## config.mk

```make
export PLATFORM = sky130hd
export DESIGN_NAME = gbu_seq
export DESIGN_NICKNAME = d
export VERILOG_FILES = /design/src/hdl/gbu_pkg.sv /design/src/hdl/gbu_seq.sv
export SDC_FILE = /design/constraint.sdc
export NUM_CORES = 1
export LEC_CHECK = 0
export BUFFER_PORTS_ARGS = -buffer_cell sky130_fd_sc_hd__buf_2
export CELL_PAD_IN_SITES_DETAIL_PLACEMENT = 0
export CELL_PAD_IN_SITES_GLOBAL_PLACEMENT = 1
export CORE_UTILIZATION = 37
export CTS_CLUSTER_SIZE = 28
export DETAILED_ROUTE_END_ITERATION = 16
export HOLD_SLACK_MARGIN = 0.12
export PLACE_DENSITY = 0.86
export SKIP_LAST_GASP = 1
export SYNTH_ARGS = -nofsm -noshare
export SYNTH_HDL_FRONTEND = slang
export SYNTH_SLANG_ARGS = --single-unit
```

## constraint.sdc

```tcl
create_clock -name i_clk -period 5.47 [get_ports i_clk]
set_input_delay 1.094 -clock i_clk [delete_from_list [all_inputs] [get_ports i_clk]]
set_output_delay 1.094 -clock i_clk [all_outputs]
set_load 0.01 [all_outputs]
```

## src/hdl/gbu_pkg.sv

```systemverilog
// Package: microcode word layout, control/status structs and UTF-8 helpers.
`default_nettype none

package gbu_pkg;

    localparam int UPC_W = 4;

    // Microprogram step addresses
    localparam logic [UPC_W-1:0] S_IDLE  = 4'd0;
    localparam logic [UPC_W-1:0] S_INIT  = 4'd1;
    localparam logic [UPC_W-1:0] S_PROBE = 4'd2;
    localparam logic [UPC_W-1:0] S_CMP   = 4'd3;
    localparam logic [UPC_W-1:0] S_HIT   = 4'd4;
    localparam logic [UPC_W-1:0] S_MISS  = 4'd5;
    localparam logic [UPC_W-1:0] S_EMIT0 = 4'd6;
    localparam logic [UPC_W-1:0] S_EMIT1 = 4'd7;
    localparam logic [UPC_W-1:0] S_EMIT2 = 4'd8;

    localparam logic [7:0]  ASCII_LIMIT = 8'h80;
    localparam logic [15:0] ONE_BYTE_MAX = 16'h007F;
    localparam logic [15:0] TWO_BYTE_MAX = 16'h07FF;

    typedef enum logic [2:0] {
        OP_NONE,
        OP_INIT,
        OP_READ,
        OP_STEP,
        OP_HIT,
        OP_MISS,
        OP_EMIT
    } t_uop;

    typedef enum logic [1:0] {
        W_NONE,
        W_IN,
        W_OUT
    } t_wait;

    typedef enum logic [2:0] {
        J_NEXT,
        J_GOTO,
        J_DISPATCH,
        J_ZERO,
        J_PROBE,
        J_EMIT
    } t_jump;

    typedef enum logic [1:0] {
        DISP_STAY,
        DISP_SEARCH,
        DISP_RAW
    } t_disp;

    typedef struct packed {
        logic             ready;
        t_wait            wt;
        t_uop             op;
        logic [1:0]       sel;
        t_jump            jmp;
        logic [UPC_W-1:0] target;
    } t_uword;

    typedef struct packed {
        logic       ready;
        logic       fire;
        t_uop       op;
        logic [1:0] sel;
    } t_ctl;

    typedef struct packed {
        logic  accept;
        t_disp disp;
        logic  n_zero;
        logic  hit;
        logic  last_probe;
        logic  last_byte;
        logic  out_free;
    } t_stat;

    // Microprogram ROM
    function automatic t_uword ucode(input logic [UPC_W-1:0] pc);
        t_uword w;
        w = '{ready: 1'b0, wt: W_NONE, op: OP_NONE, sel: 2'd0,
              jmp: J_NEXT, target: S_IDLE};
        case (pc)
            S_IDLE: begin
                w.ready = 1'b1;
                w.wt    = W_IN;
                w.jmp   = J_DISPATCH;
            end
            S_INIT: begin
                w.op     = OP_INIT;
                w.jmp    = J_ZERO;
                w.target = S_MISS;
            end
            S_PROBE: begin
                w.op = OP_READ;
            end
            S_CMP: begin
                w.op     = OP_STEP;
                w.jmp    = J_PROBE;
                w.target = S_PROBE;
            end
            S_HIT: begin
                w.op     = OP_HIT;
                w.jmp    = J_GOTO;
                w.target = S_EMIT0;
            end
            S_MISS: begin
                w.op = OP_MISS;
            end
            S_EMIT0: begin
                w.op     = OP_EMIT;
                w.wt     = W_OUT;
                w.sel    = 2'd0;
                w.jmp    = J_EMIT;
                w.target = S_IDLE;
            end
            S_EMIT1: begin
                w.op     = OP_EMIT;
                w.wt     = W_OUT;
                w.sel    = 2'd1;
                w.jmp    = J_EMIT;
                w.target = S_IDLE;
            end
            S_EMIT2: begin
                w.op     = OP_EMIT;
                w.wt     = W_OUT;
                w.sel    = 2'd2;
                w.jmp    = J_GOTO;
                w.target = S_IDLE;
            end
            default: begin
                w.jmp    = J_GOTO;
                w.target = S_IDLE;
            end
        endcase
        return w;
    endfunction

    // Number of UTF-8 bytes for a code point, minus one
    function automatic logic [1:0] utf8_last(input logic [15:0] cp);
        logic [1:0] r;
        if (cp <= ONE_BYTE_MAX) begin
            r = 2'd0;
        end else if (cp <= TWO_BYTE_MAX) begin
            r = 2'd1;
        end else begin
            r = 2'd2;
        end
        return r;
    endfunction

    function automatic logic [7:0] utf8_byte(input logic [15:0] cp, input logic [1:0] sel);
        logic [7:0] b;
        logic [1:0] last;
        last = utf8_last(cp);
        b = 8'h00;
        case (last)
            2'd0: b = {1'b0, cp[6:0]};
            2'd1: begin
                if (sel == 2'd0) begin
                    b = 8'hC0 | {3'b000, cp[10:6]};
                end else begin
                    b = 8'h80 | {2'b00, cp[5:0]};
                end
            end
            default: begin
                case (sel)
                    2'd0:    b = 8'hE0 | {4'h0, cp[15:12]};
                    2'd1:    b = 8'h80 | {2'b00, cp[11:6]};
                    default: b = 8'h80 | {2'b00, cp[5:0]};
                endcase
            end
        endcase
        return b;
    endfunction

endpackage

`default_nettype wire

```

## src/hdl/gbu_seq.sv

```systemverilog
// Microcode sequencer: step counter, control ROM and jump logic.
`default_nettype none

module gbu_seq (
    input  wire logic          i_clk,
    input  wire logic          i_rst_n,
    input  wire gbu_pkg::t_stat i_stat,
    output gbu_pkg::t_ctl      o_ctl
);
    import gbu_pkg::*;

    logic [UPC_W-1:0] r_upc;
    logic [UPC_W-1:0] n_upc;
    t_uword           uw;
    logic             stall;

    assign uw    = ucode(r_upc);
    assign stall = ((uw.wt == W_IN) && !i_stat.accept) ||
                   ((uw.wt == W_OUT) && !i_stat.out_free);

    always_comb begin
        n_upc = r_upc;
        if (!stall) begin
            case (uw.jmp)
                J_NEXT:  n_upc = r_upc + 1'b1;
                J_GOTO:  n_upc = uw.target;
                J_DISPATCH: begin
                    case (i_stat.disp)
                        DISP_SEARCH: n_upc = S_INIT;
                        DISP_RAW:    n_upc = S_EMIT0;
                        default:     n_upc = S_IDLE;
                    endcase
                end
                J_ZERO:  n_upc = i_stat.n_zero ? uw.target : r_upc + 1'b1;
                J_PROBE: begin
                    if (i_stat.hit) begin
                        n_upc = S_HIT;
                    end else if (i_stat.last_probe) begin
                        n_upc = S_MISS;
                    end else begin
                        n_upc = uw.target;
                    end
                end
                J_EMIT:  n_upc = i_stat.last_byte ? uw.target : r_upc + 1'b1;
                default: n_upc = S_IDLE;
            endcase
        end
    end

    always_ff @(posedge i_clk) begin
        if (!i_rst_n) begin
            r_upc <= S_IDLE;
        end else begin
            r_upc <= n_upc;
        end
    end

    assign o_ctl.ready = uw.ready;
    assign o_ctl.fire  = !stall;
    assign o_ctl.op    = uw.op;
    assign o_ctl.sel   = uw.sel;

endmodule

`default_nettype wire

```

== Word level (Yosys, flattened, before mapping) ==
Index checks and enable logic that the tools add are counted.
Storage, ports and cells
  register bits after elaboration: 4
  input port bits: 10
  output and inout port bits: 7
  word-level logic and storage cells: 42
Cells by class
  reductions and logical operators: 11
  muxes and demuxes: 12
  equality and inequality tests: 17
  $add $sub $neg: 1
Operator list (count)
  4-bit one-hot mux with 6 select lines: 1
  3-bit one-hot mux with 6 select lines: 1
  4-bit by 3-bit == test with 1-bit output (second input constant): 4
  4-bit 2-to-1 mux: 4
  3-bit one-hot mux with 5 select lines: 1
  3-bit one-hot mux with 3 select lines: 1
  4-bit by 2-bit == test with 1-bit output (second input constant): 2
  2-bit one-hot mux with 2 select lines: 2
  3-bit by 2-bit == test with 1-bit output (second input constant): 2
  3-bit == test (second input constant): 2
  3-bit one-hot mux with 2 select lines: 1
  4-bit by 1-bit adder with 4-bit output (second input constant): 1
  2-bit by 1-bit == test with 1-bit output (second input constant): 2
  2-bit == test (second input constant): 2
  4-bit by 1-bit == test with 1-bit output (second input constant): 1
  4-bit == test (second input constant): 1
  4-bit zero test: 1
  2-bit OR reduction: 2
  3-bit by 1-bit == test with 1-bit output (second input constant): 1
  1-bit zero test: 3
  3-bit zero test: 1
  3-bit OR reduction: 1
  1-bit logical AND: 2
  1-bit logical OR: 1
  1-bit 2-to-1 mux: 1

== Longest topological paths before layout ==
  word-level depth: 7
  mapped depth: 8
  mapped depth without buffers: 7

== Least setup slack after synthesis ==
No wires, ideal clock.
  path type: reg-to-output
  from: reg r_upc[0]
  to: out o_ctl[5] (netlist name)
  buffers on the path: 1
  arrival: 1.464 ns
  stages on the path, launching flop included: 7
  data required time: 4.376 ns
  setup slack: 2.912 ns
  path through: dfxtp_1 ha_1 clkbuf_1 nor2_1 o21a_1 o22ai_1 inv_1
RTL lines
  from (decl): RTL line gbu_seq.sv:12  | logic [UPC_W-1:0] r_upc;
  from (signal assigned): RTL line gbu_seq.sv:54  | r_upc <= n_upc;
  to (decl): RTL line gbu_seq.sv:8  | output gbu_pkg::t_ctl o_ctl

==> impl_metrics.py <==
metrics = {
    "synthesis": {
        "post_synth_and_or_nand_nor_area_fraction_pct": 38.9,
        "netlist_top_cells_area": "dfxtp_1, ha_1, nor2_1",
        "synth.area.mux_share_pct": 3.70,
        "synthAdderAreaFrac_pct": 8.70,
        "synthCells": 79,
        "syn_nets": 93,
        "synth_xor_area_share_pct": 0,
        "synth_seq_cells": 4,
        "synth-compound-area-share_pct": 27.0,
        "synth_top_family_by_area": "simple AND/OR/NAND/NOR gates",
        "ys_seq_area_share_pct": 13.9,
        "yosys.area.top_type": "dfxtp_1",
        "synth_top_area_share_pct": 13.9,
        "syn_avg_cell_area_sq_um": 7.29,
        "yosysWarningCount": 0,
        "ys_types": 38,
        "syn_area_sq_um": 576,
    },
    "cts": {
        "clk_latency_ns": 0.23,
        "cts_sinks": 4,
        "cts_max_path_buffers": 2,
        "cts-resized-gates": 0,
        "path_clk_slew_ns": 0.03,
        "cts-root-buf": "clkbuf_4",
        "hold_buffers": 0,
        "cts-buffers-inserted": 3,
        "post-cts-setup-buffers": 0,
        "h-tree-depth": 1,
        "cts_tree": "done",
    },
    "drt": {
        "post_drt_via_cell_ratio": 5.98,
        "drtAntennaViolNets": 0,
        "dr_total_vias": 652,
        "post_drt_wl_per_cell_um": 13.4,
        "drt_first_pass_iters": 4,
        "drt_iter0_markers": 20,
        "remaining_drc_errors": 0,
        "routed_wl_um": 1460,
    },
    "worst_setup_path": {
        "max_stage_delay_ns": 0.53,
        "required_ns": 4.38,
        "crit_type": "reg2out",
        "cp_common_cell": "inv_1",
        "end_kind": "output pin",
        "start_kind": "flip-flop",
        "crit_fanout": 9,
        "cp_slowest_cell": "or3b_2",
        "crit_chain": "inv_1, ha_1, or3b_2, o22ai_1, inv_1, buf_2",
        "critPathTopFamily": "simple AND/OR/NAND/NOR gates",
        "path_buf_inv": 3,
        "arrival_ns": 2.00,
    },
    "finish": {
        "fin_nets": 110,
        "utilization_pct": 49.4,
        "area_growth_pct": 17.2,
        "design_area_sq_um": 674,
        "diodes": 0,
        "drive_gt1_share_pct": 25.5,
        "fillers": 146,
        "largest_reg_flops": 4,
        "top_register": "r_upc",
        "top_regs": "r_upc (4)",
    },
    "die": {
        "die_w_um": 41.4,
        "die_y_um": 41.4,
        "pin_count": 17,
        "start_util_pct": 42.1,
        "rows": 13,
        "die_area_sq_um": 1720,
        "fp.coreArea_sq_um": 1370,
    },
    "pwr": {
        "switching_power_mw": 0.142,
        "leakagePower_nw": 0.288,
        "p_sw_share_pct": 48.9,
        "p_comb_share_pct": 69.0,
        "pwr-share-clk_pct": 12.3,
        "internal_power_mw": 0.149,
        "powerDensity_nw_per_um2": 432,
        "power.share.sequential_pct": 18.7,
        "ir_worst_vdd_mv": 0.180,
    },
    "status": {
        "status": "finished, final reports clean",
    },
    "global_route": {
        "grt.total_usage_pct": 17.6,
        "antenna_found_initial": 0,
        "grt_pass1_vias": 591,
        "grt_max_degree": 13,
        "overflow": 0,
        "grt_pass1_wl_um": 2420,
    },
    "job": {
        "drv_cap": 0,
    },
    "timing": {
        "rsz0062_at_grt": "no",
        "finalHoldViolations": 0,
        "drv_slew": 0,
        "setup_viol": 0,
        "fmax_ghz": 0.323,
        "period_minus_slack_ns": 3.09,
        "holdWs_ns": 0.551,
        "tightest_slew_ns": 0.596,
        "fin_skew_ns": 0.000811,
        "finalCritPeriodShare_pct": 56.5,
        "setup_slack_ns": 2.38,
        "slew_headroom_pct": 60.0,
        "setup-tns-final_ns": 0,
    },
    "placement": {
        "dpl_worst_slack_ns": 2.66,
        "place.detailed.hpwl_um": 1190,
        "finalWeightedCongestion": 0.818,
        "portBuffers": 16,
        "placed_area_sq_um": 652,
    },
    "min_path": {
        "hold_class": "reg2reg",
    },
}
## final timing paths
path	from	end	slack [ns]	cells after the start
min	r_upc[0]	r_upc[0]	0.55	2
min reg2reg	r_upc[0]	r_upc[0]	0.55	2
max reg2reg	r_upc[0]	r_upc[0]	3.02	7
max	r_upc[0]	o_ctl[5]	2.38	6
## cell families (layout without fill, tap and decap cells)
| logic type | count (synthesis) | count (layout) |
|---|---|---|
| compound gates | 22 | 22 |
| fa+ha+maj | 4 | 4 |
| buf+inv | 10 | 25 |
| flops | 4 | 4 |
| mux | 2 | 2 |
| simple gates | 37 | 37 |
## tightest hold or removal path, delay by kind of cell (launching register included)
kind / cells / cell delay (ns)
and+or+nand+nor: 1 / 0.10
AOI/OAI and AO/OA: 1 / 0.05
DFF: 1 / 0.35
## synth_stat cells
library cell / count
nor2_1: 10
inv_1: 6
o21ai_0: 6
dfxtp_1: 4
ha_1: 4
clkbuf_1: 3
nand2_1: 3
nand3b_1: 3
nor3_1: 3
nor4b_1: 3
a2111oi_0: 2
a211oi_1: 2
a21oi_1: 2
nand2b_1: 2
nand3_1: 2
o21a_1: 2
a211o_1: 1
a21boi_0: 1
and2_1: 1
and2b_1: 1
and3b_1: 1
buf_6: 1
mux2_2: 1
mux2i_1: 1
nand4b_1: 1
nor4_1: 1
o2111a_1: 1
o2111ai_1: 1
o211ai_1: 1
o21ai_2: 1
o221ai_1: 1
o22ai_1: 1
or2_2: 1
or3_1: 1
or3b_1: 1
or3b_2: 1
or3b_4: 1
or4b_1: 1
## routing by layer
metal	vias up	GRT usage [%]	part of all wire (%)
met5	-	0	0
met4	0	4.52	1.2
met3	2	5.22	6.7
met2	31	28.7	47
met1	290	22.3	45
li1	329	-	-
## stage by stage
step | power, mW | std cells
after CTS | 0.291 | 109
after global routing | 0.318 | 109
after global placement | 0.253 | 106
final | 0.291 | 109
after floorplan | 0.198 | 79
after detailed placement | 0.253 | 106
## power by group through the flow
stage | sequential, mW | clock, mW | combinational (mW)
detailed placement | 0.0540 | 0 | 0.199
global placement | 0.0533 | 0 | 0.200
CTS | 0.0534 | 0.0379 | 0.199
floorplan | 0.0460 | 0 | 0.152
finish | 0.0545 | 0.0357 | 0.201
global route | 0.0559 | 0.0408 | 0.221
## layout by cell type, fill, tap and decap left out, types with 2 or more instances in the layout
cell type  netlist  layout
buf_2            0      16
nor2_1          10      10
inv_1            6       6
o21ai_0          6       6
ha_1             4       4
dfxtp_1          4       4
nand3b_1         3       3
nor4b_1          3       3
nand2_1          3       3
nor3_1           3       3
clkbuf_4         0       3
nand2b_1         2       2
o21a_1           2       2
a21oi_1          2       2
a211oi_1         2       2
a2111oi_0        2       2
nand3_1          2       2
## area by class of cell
cell class / instances / area [sq um] / area share, %
Multi-Input combinational cell: 65 / 450 / 66.8
Sequential cell: 4 / 80.1 / 11.9
Timing Repair Buffer: 16 / 80.1 / 11.9
Clock buffer: 3 / 22.5 / 3.34
Inverter: 6 / 22.5 / 3.34
Tap cell: 15 / 18.8 / 2.78
Note: power is estimated with default switching activity, not from simulation.
